## src/hdl/nkms_pkg.sv

```systemverilog
// ---------------------------------------------------------------------------
// nkms_pkg: shared types and constants
// Widths, mode codes, entry layout and the controller/datapath interface.
// ---------------------------------------------------------------------------
`default_nettype none
package nkms_pkg;
  localparam int CAPACITY    = 64;
  localparam int MAX_RESULTS = 64;
  localparam int MCAP        = (CAPACITY < MAX_RESULTS) ? CAPACITY : MAX_RESULTS;
  localparam int AW          = $clog2(CAPACITY);
  localparam int CW          = $clog2(CAPACITY + 1);
  localparam int KW          = 7;
  localparam int LW          = (CW > KW) ? CW : KW;
  localparam int RW          = 6;

  localparam int IN_DW  = 152;
  localparam int OUT_DW = 152;

  localparam logic [1:0] MODE_ADD   = 2'd0;
  localparam logic [1:0] MODE_FINAL = 2'd1;
  localparam logic [1:0] MODE_CLEAR = 2'd2;

  // One stored record
  typedef struct packed {
    logic        seen;
    logic [7:0]  version;
    logic [31:0] flags;
    logic [7:0]  kind;
    logic [31:0] msg;
    logic [31:0] user;
    logic [31:0] date;
  } entry_t;

  localparam int EW = $bits(entry_t);

  // Controller to datapath
  typedef struct packed {
    logic capture;
    logic clear;
    logic add_init;
    logic rd_prev;
    logic wr_new;
    logic wr_shift;
    logic fin_init;
    logic out_load;
    logic out_empty;
    logic fin_next;
  } cmd_t;

  // Datapath to controller
  typedef struct packed {
    logic full;
    logic idx_zero;
    logic rd_ge;
    logic cnt_zero;
    logic out_last;
  } sts_t;
endpackage
`default_nettype wire

```

## src/hdl/nkms_ctrl.sv

```systemverilog
// ---------------------------------------------------------------------------
// nkms_ctrl: sequencer for add, finalize and clear
// Walks insertion shifts and the emit run one entry at a time.
// ---------------------------------------------------------------------------
`default_nettype none
module nkms_ctrl (
  input  wire logic           clk,
  input  wire logic           rst,
  input  wire logic           s_tvalid,
  output logic                s_tready,
  input  wire logic [1:0]     mode,
  output logic                m_tvalid,
  input  wire logic           m_tready,
  output nkms_pkg::cmd_t      cmd,
  input  wire nkms_pkg::sts_t sts
);
  import nkms_pkg::*;

  localparam logic [3:0] ST_IDLE     = 4'd0;
  localparam logic [3:0] ST_ADD_INIT = 4'd1;
  localparam logic [3:0] ST_CHK_RD   = 4'd2;
  localparam logic [3:0] ST_CHK_CMP  = 4'd3;
  localparam logic [3:0] ST_SH_TEST  = 4'd4;
  localparam logic [3:0] ST_SH_CMP   = 4'd5;
  localparam logic [3:0] ST_FIN_INIT = 4'd6;
  localparam logic [3:0] ST_FIN_RD   = 4'd7;
  localparam logic [3:0] ST_FIN_LD   = 4'd8;
  localparam logic [3:0] ST_FIN_OUT  = 4'd9;

  logic [3:0] state, state_next;
  logic       acc;

  assign s_tready = (state == ST_IDLE);
  assign m_tvalid = (state == ST_FIN_OUT);
  assign acc      = s_tvalid && s_tready;

  // Hold state
  always_ff @(posedge clk) begin
    if (rst) begin
      state <= ST_IDLE;
    end else begin
      state <= state_next;
    end
  end

  // Decode next state and commands
  always_comb begin
    state_next = state;
    cmd        = '0;
    unique case (state)
      ST_IDLE: begin
        if (acc) begin
          cmd.capture = 1'b1;
          unique case (mode)
            MODE_ADD:   state_next = ST_ADD_INIT;
            MODE_FINAL: state_next = ST_FIN_INIT;
            MODE_CLEAR: cmd.clear = 1'b1;
            default:    state_next = ST_IDLE;
          endcase
        end
      end
      ST_ADD_INIT: begin
        cmd.add_init = 1'b1;
        state_next   = sts.full ? ST_CHK_RD : ST_SH_TEST;
      end
      ST_CHK_RD: begin
        state_next = ST_CHK_CMP;
      end
      ST_CHK_CMP: begin
        state_next = sts.rd_ge ? ST_IDLE : ST_SH_TEST;
      end
      ST_SH_TEST: begin
        if (sts.idx_zero) begin
          cmd.wr_new = 1'b1;
          state_next = ST_IDLE;
        end else begin
          cmd.rd_prev = 1'b1;
          state_next  = ST_SH_CMP;
        end
      end
      ST_SH_CMP: begin
        if (sts.rd_ge) begin
          cmd.wr_new = 1'b1;
          state_next = ST_IDLE;
        end else begin
          cmd.wr_shift = 1'b1;
          state_next   = ST_SH_TEST;
        end
      end
      ST_FIN_INIT: begin
        cmd.fin_init = 1'b1;
        state_next   = ST_FIN_RD;
      end
      ST_FIN_RD: begin
        if (sts.cnt_zero) begin
          cmd.out_empty = 1'b1;
          state_next    = ST_FIN_OUT;
        end else begin
          state_next = ST_FIN_LD;
        end
      end
      ST_FIN_LD: begin
        cmd.out_load = 1'b1;
        state_next   = ST_FIN_OUT;
      end
      ST_FIN_OUT: begin
        if (m_tready) begin
          if (sts.out_last) begin
            state_next = ST_IDLE;
          end else begin
            cmd.fin_next = 1'b1;
            state_next   = ST_FIN_RD;
          end
        end
      end
      default: state_next = ST_IDLE;
    endcase
  end
endmodule
`default_nettype wire

```

## config.mk

```make
export PLATFORM = sky130hd
export DESIGN_NAME = nkms_ctrl
export DESIGN_NICKNAME = d
export VERILOG_FILES = /design/src/hdl/nkms_pkg.sv /design/src/hdl/nkms_ctrl.sv
export SDC_FILE = /design/constraint.sdc
export NUM_CORES = 1
export LEC_CHECK = 0
export BUFFER_PORTS_ARGS = -buffer_cell sky130_fd_sc_hd__buf_2
export CORE_AREA = 5 5 42 44
export CTS_BUF_LIST = sky130_fd_sc_hd__clkbuf_4
export DETAILED_ROUTE_END_ITERATION = 10
export DIE_AREA = 0 0 47 49
export GPL_TIMING_DRIVEN = 0
export HOLD_SLACK_MARGIN = 0.02
export PLACE_DENSITY = 0.67
export SLEW_MARGIN = 0
export SYNTH_ARGS = -nofsm -noshare
export SYNTH_HDL_FRONTEND = slang
export SYNTH_SLANG_ARGS = --single-unit
```

## constraint.sdc

```tcl
create_clock -name clk -period 1.35 [get_ports clk]
set_clock_uncertainty 0.2 [all_clocks]
set_input_delay 0.135 -clock clk [delete_from_list [all_inputs] [get_ports clk]]
set_output_delay 0.135 -clock clk [all_outputs]
set_load 0.02 [all_outputs]
```

==> flow_summary.yaml, run 1 <==
run_status:
  result_of_the_run: "complete, but fails checks"
  failing_checks: "setup timing"
cts:
  clkSlewWorstSetupHoldPaths_ns: 0.03
  clock_latency_ns: 0.24
  clock_tree_root: "clkbuf_4"
  clock_tree_from_tritoncts: "done"
  bufs_on_longest_clock_path: 2
  cts_inserted_buffers: 3
  ctsHtreeMaxLevel: 1
  tritoncts_num_sinks: 4
routing:
  routed-via-count: 642
  wl_met3_um: 59
  vias_per_cell: 5.18
  drt-total-wl_um: 1920
  antenna_left: 0
  post-route-drc-count: 0
  routedLengthMet1_um: 693
  first_iter_violations: 6
  uppermost_metal_layer_occupied_by_signal_nets: "met4"
  wl_per_cell_um: 15.5
  total_iterations_of_the_first_detailed_routing_run: 3
  route.met2.wl_um: 1130
timing:
  max_slew.worst_pin.slew_ns: 0.269
  setup_tns_ns: -3.60
  timing.hold.ws_ns: 0.0722
  worst_setup_margin_ns: -0.357
  finalSetupViolCount: 16
  timing.final.crit_share_pct: 126
  fmax_ghz: 0.586
  final-max-slew-violation-count: 0
  unrepaired_setup_endpoints_after_global_routing: "yes"
  max-slew-margin-rel_pct: 82.0
  post-route-min-period_ns: 1.71
  final_count_of_hold_timing_violations: 0
worst_setup_path:
  timing.critical_path.fanout_max: 4
  critPathArrivalTime_ns: 1.37
  criticalPathCategory: "reg -> out"
  worst_setup_path_start_kind: "register"
  crit_required_ns: 1.01
  critPathCaptureType: "output port"
die:
  die_height_um: 49
  design.portCount: 23
  coreArea_sq_um: 1400
  floorplan.initialDensity_pct: 34.3
  num_rows: 14
  die_w_um: 47
  die_area_sq_um: 2300
finish:
  layout.nets: 120
  top_regs: "state (4)"
  leading_cell_types_in_the_layout_fill_and_taps_excluded: "buf_4, buf_6, buf_2"
  fin_util_pct: 71.6
  areaGrowthSynthToFinish_pct: 109
  registers.top_by_ff_count: "state"
  largest_reg_flops: 4
  layout-drive-gt1-share_pct: 69.4
  mostFrequentLayoutCell: "buf_4"
  insertedDiodeCount: 0
yosys:
  synth_cell_type_count: 32
  mappedNetlistArea_sq_um: 480
  netlist.top_cell.by_area: "dfxtp_1"
  synth.top_cell.area_share_pct: 16.7
  synth_warnings: 0
  synthMuxAreaShare_pct: 4.17
  synth_compound_gate_area_share_pct: 24.2
  syn-instance-count: 62
  area_share_of_fa_ha_maj_cells_after_synthesis_pct: 0
  ranking_of_synthesized_cells_by_area: "dfxtp_1, nor2_1, nor4b_4"
  synth_fp_nets: 73
  syn_avg_cell_area_sq_um: 7.75
  largest_family_of_logic_cells_by_synthesized_area: "simple AND/OR/NAND/NOR gates"
  fraction_of_the_mapped_netlist_area_in_simple_logic_gates_pct: 46.1
  synth_xor_xnor_area_share_pct: 0
  seq_area_frac_synth_pct: 16.7
  ys_seq_elements: 4
pwr:
  totalPowerFinal_mw: 0.633
  combPwrFrac_pct: 49.9
  power_density_nw_per_um2: 631
  clkPwrFrac_pct: 28.9
  max_vdd_drop_v: 0.000480
  intPower_mw: 0.423
  pwr-share-seq_pct: 21.2
  fraction_of_power_spent_switching_nets_pct: 33.2
  switchingPower_mw: 0.210
  leakagePower_nw: 0.449
global_route:
  gr-usage-all-layers_pct: 15.9
  maximum_number_of_pins_on_one_net_before_global_route_repair: 11
  global_route.overflow_total: 0
  via_count_of_the_first_global_routing_pass: 614
  grt_antenna_before_repair: 0
  first_pass_grt_wire_length_um: 2700
place:
  place.detailed.hpwl_um: 983
  dp_worst_setup_slack_ns: -0.203
  routabilityCongestion: 0.748
  io_buffer_count: 22
job:
  cap_violations: 0
worst_hold_path:
  hold_path.class: "in -> reg"
==> routing by layer <==
layer  vias to the layer above  track usage, %
li1                        320               -
met1                       308            15.5
met2                        10            27.8
met3                         4            4.06
met4                         0            9.68
met5                         -               0
==> final timing paths <==
path         slack, ns  endpoint  cells after the start      from
max reg2reg      -0.34  state[0]                      7  state[0]
min reg2reg       0.52  state[1]                      3  state[3]
max              -0.36    cmd[5]                      5  state[0]
min               0.07  state[3]                      4  m_tready
==> repair_timing <==
item / CTS / global route
resized for setup: 31 / 22
endpoints found under the setup margin: 16 / 15
buffers inserted: 8 / 11
hold buffers: 1 / 0
hold endpoints to repair: 4 / 0
pin swaps: 8 / 10
==> critical path, cell delays in order, from the launching register on <==
cell	delay, ns
dfxtp_4	0.34
buf_6	0.12
buf_6	0.12
mux2i_1	0.12
nor3_1	0.23
buf_2	0.21
==> cell usage after synthesis, drive strengths merged <==
cell    n
nor2    8
a21oi   5
nand2   5
buf     4
dfxtp   4
nor3    4
inv     3
nand2b  3
nor2b   3
o21a    3
a21boi  2
a31oi   2
mux2i   2
nor4    2
a211oi  1
a32oi   1
and2b   1
and3    1
and4    1
and4bb  1
nand3b  1
nand4   1
nor3b   1
nor4b   1
o21ai   1
o21bai  1
==> final cells by class <==
cell class                      instances  area (sq um)
Inverter                                3          13.8
Tap cell                               16          20.0
Multi-Input combinational cell         51           440
Clock buffer                            4          30.0
Timing Repair Buffer                   42           348
Fill cell                             120           398
Sequential cell                         4          95.1
Buffer                                  4          56.3
==> per-stage QoR <==
stage / instances / cell area [sq um]
2_1_floorplan: 62 / 499
3_3_place_gp: 100 / 629
3_5_place_dp: 100 / 629
4_1_cts: 113 / 828
5_1_grt: 124 / 1000
6_report: 124 / 1000
==> cell families (layout without fill, tap and decap cells) <==
kind of cell,count (synthesis),count (layout)
AOI/OAI and AO/OA,16,16
muxes,2,2
buffers and inverters,7,53
DFF,4,4
and+or+nand+nor,33,33
==> power by group through the flow <==
stage          registers (mW)  clock network, mW  logic, mW
2_1_floorplan           0.136                  0      0.131
3_3_place_gp            0.139                  0      0.180
3_5_place_dp            0.138                  0      0.182
4_1_cts                 0.136              0.193      0.249
5_1_grt                 0.136              0.208      0.337
6_report                0.134              0.183      0.316
(Power assumes the default switching activity.)
==> run 2, diff against run 1 <==
--- a/config.mk
+++ b/config.mk
@@ -5,14 +5,14 @@
 export SDC_FILE = /design/constraint.sdc
 export NUM_CORES = 1
 export LEC_CHECK = 0
-export BUFFER_PORTS_ARGS = -buffer_cell sky130_fd_sc_hd__buf_2
 export CORE_AREA = 5 5 42 44
 export CTS_BUF_LIST = sky130_fd_sc_hd__clkbuf_4
 export DETAILED_ROUTE_END_ITERATION = 10
 export DIE_AREA = 0 0 47 49
+export DONT_BUFFER_PORTS = 1
 export GPL_TIMING_DRIVEN = 0
 export HOLD_SLACK_MARGIN = 0.02
-export PLACE_DENSITY = 0.67
+export RECOVER_POWER = 25
 export SLEW_MARGIN = 0
 export SYNTH_ARGS = -nofsm -noshare
 export SYNTH_HDL_FRONTEND = slang
==> flow_summary.yaml, run 2 (same netlist as run 1, synthesis figures left out) <==
finish:
  insertedDiodeCount: 0
  num-fill-cells: 120
  largest_reg_flops: 4
  finalNonFillerCells: 100
  leading_cell_types_in_the_layout_fill_and_taps_excluded: "buf_6, buf_4, nor2_4"
  mostFrequentLayoutCell: "buf_6"
  top_regs: "state (4)"
  areaGrowthSynthToFinish_pct: 88.5
  fin_area_sq_um: 906
  fin_util_pct: 64.6
  registers.top_by_ff_count: "state"
  layout.nets: 96
  layout-drive-gt1-share_pct: 63.1
pwr:
  totalPowerFinal_mw: 0.597
  max_vdd_drop_v: 0.000486
  leakagePower_nw: 0.329
  power_density_nw_per_um2: 659
worst_hold_path:
  timing.hold.worst_endpoint: "state[2]"
  hold_path.class: "in -> reg"
  whs_path_depth: 4
  hold_start: "sts[4]"
cts:
  tritoncts_num_sinks: 4
  clkSlewWorstSetupHoldPaths_ns: 0.04
  bufs_on_longest_clock_path: 2
  ctsHtreeMaxLevel: 1
  clock_latency_ns: 0.24
  clock_tree_root: "clkbuf_4"
  cts_inserted_buffers: 3
  clock_tree_from_tritoncts: "done"
global_route:
  grt.busiest_layer: "met2"
  via_count_of_the_first_global_routing_pass: 616
  gr-usage-all-layers_pct: 16.3
  maximum_number_of_pins_on_one_net_before_global_route_repair: 8
  first_pass_grt_wire_length_um: 2790
  global_route.usage.met2_pct: 27.1
  global_route.overflow_total: 0
  grt_use_met3_pct: 1.48
  grt_util_met1_pct: 18.2
  grt_antenna_before_repair: 0
timing:
  worst_setup_margin_ns: -0.400
  fmax_ghz: 0.571
  max_slew.worst_pin.slew_ns: 0.491
  final-max-slew-violation-count: 0
  timing.final.crit_share_pct: 130
  final_count_of_hold_timing_violations: 0
  setup_tns_ns: -3.66
  post-route-min-period_ns: 1.75
  unrepaired_setup_endpoints_after_global_routing: "yes"
  max-slew-margin-rel_pct: 67.0
  timing.hold.ws_ns: 0.0441
  finalSetupViolCount: 16
worst_setup_path:
  crit_required_ns: 1.01
  critPathCaptureType: "output port"
  capture_instance_of_the_worst_register_to_register_path: "state[0]"
  worst_setup_path_start_kind: "register"
  criticalPathCategory: "reg -> out"
  timing.critical_path.fanout_max: 4
  critPathArrivalTime_ns: 1.42
  r2r_setup_slack_ns: -0.27
  worst_r2r_path_depth: 7
  timing.rr.start: "state[0]"
routing:
  total_iterations_of_the_first_detailed_routing_run: 4
  post-route-drc-count: 0
  drt-total-wl_um: 1700
  antenna_left: 0
  vias_per_cell: 5.75
  wl_per_cell_um: 17.0
  first_iter_violations: 11
  routed-via-count: 575
die:
  die_w_um: 47
  die_height_um: 49
  floorplan.initialDensity_pct: 34.3
  die_area_sq_um: 2300
  design.portCount: 23
  num_rows: 14
  coreArea_sq_um: 1400
place:
  dp_cells: 78
  dp_worst_setup_slack_ns: -0.265
  placement.cell_area_sq_um: 519
  io_buffer_count: 0
  routabilityCongestion: 0.732
  place.detailed.hpwl_um: 912
run_status:
  result_of_the_run: "complete, but fails checks"
  failing_checks: "setup timing"
job:
  cap_violations: 0
-- run 2: cell count changes in the layout (fill, tap and decap cells not counted), sizes merged --
cell	previous run	this run
dlygate4sd3	1	4
buf	45	18
-- run 2: final cells by class --
| type | instances | area, sq um | area share (%) |
|---|---|---|---|
| Buffer | 4 | 61.3 | 6.77 |
| Clock buffer | 4 | 30.0 | 3.31 |
| Inverter | 3 | 18.8 | 2.07 |
| Multi-Input combinational cell | 51 | 512 | 56.5 |
| Sequential cell | 4 | 92.6 | 10.2 |
| Tap cell | 16 | 20.0 | 2.21 |
| Timing Repair Buffer | 18 | 171 | 18.9 |
-- run 2: repair_timing --
item                                    4_1_cts  5_1_grt
pin swaps                                    16       13
resized for setup                            46       11
hold buffers                                  4        0
endpoints found under the setup margin       15       16
endpoints found under the hold margin         4        0
buffers inserted                             11        4
-- run 2: worst max-delay path by stage --
stage             start       end  cells after the start
2_1_floorplan  state[2]  state[1]                      4
3_3_place_gp   state[2]  state[2]                      4
3_5_place_dp   state[2]  state[0]                      4
4_1_cts        state[0]    cmd[8]                      3
5_1_grt        state[2]    cmd[8]                      3
6_report       state[2]    cmd[8]                      3
-- run 2: per-layer routing --
layer	vias to the layer above	routed length (um)	share of wire [%]
met4	0	82	4.8
met2	17	953	56
met3	9	71	4.2
met1	280	590	35
li1	269	-	-
met5	-	0	0
-- run 2: worst max-delay path, cell delays in order, from the launching register on --
cell     delay [ns]
dfxtp_4        0.35
nor4_4         0.50
nand2_2        0.15
nor2_4         0.18
-- run 2: report_power, final --
group | internal (mW) | total (mW) | switching (mW)
clock | 0.132 | 0.191 | 0.0591
sequential | 0.124 | 0.135 | 0.0111
combinational | 0.132 | 0.271 | 0.139
total | 0.388 | 0.597 | 0.209
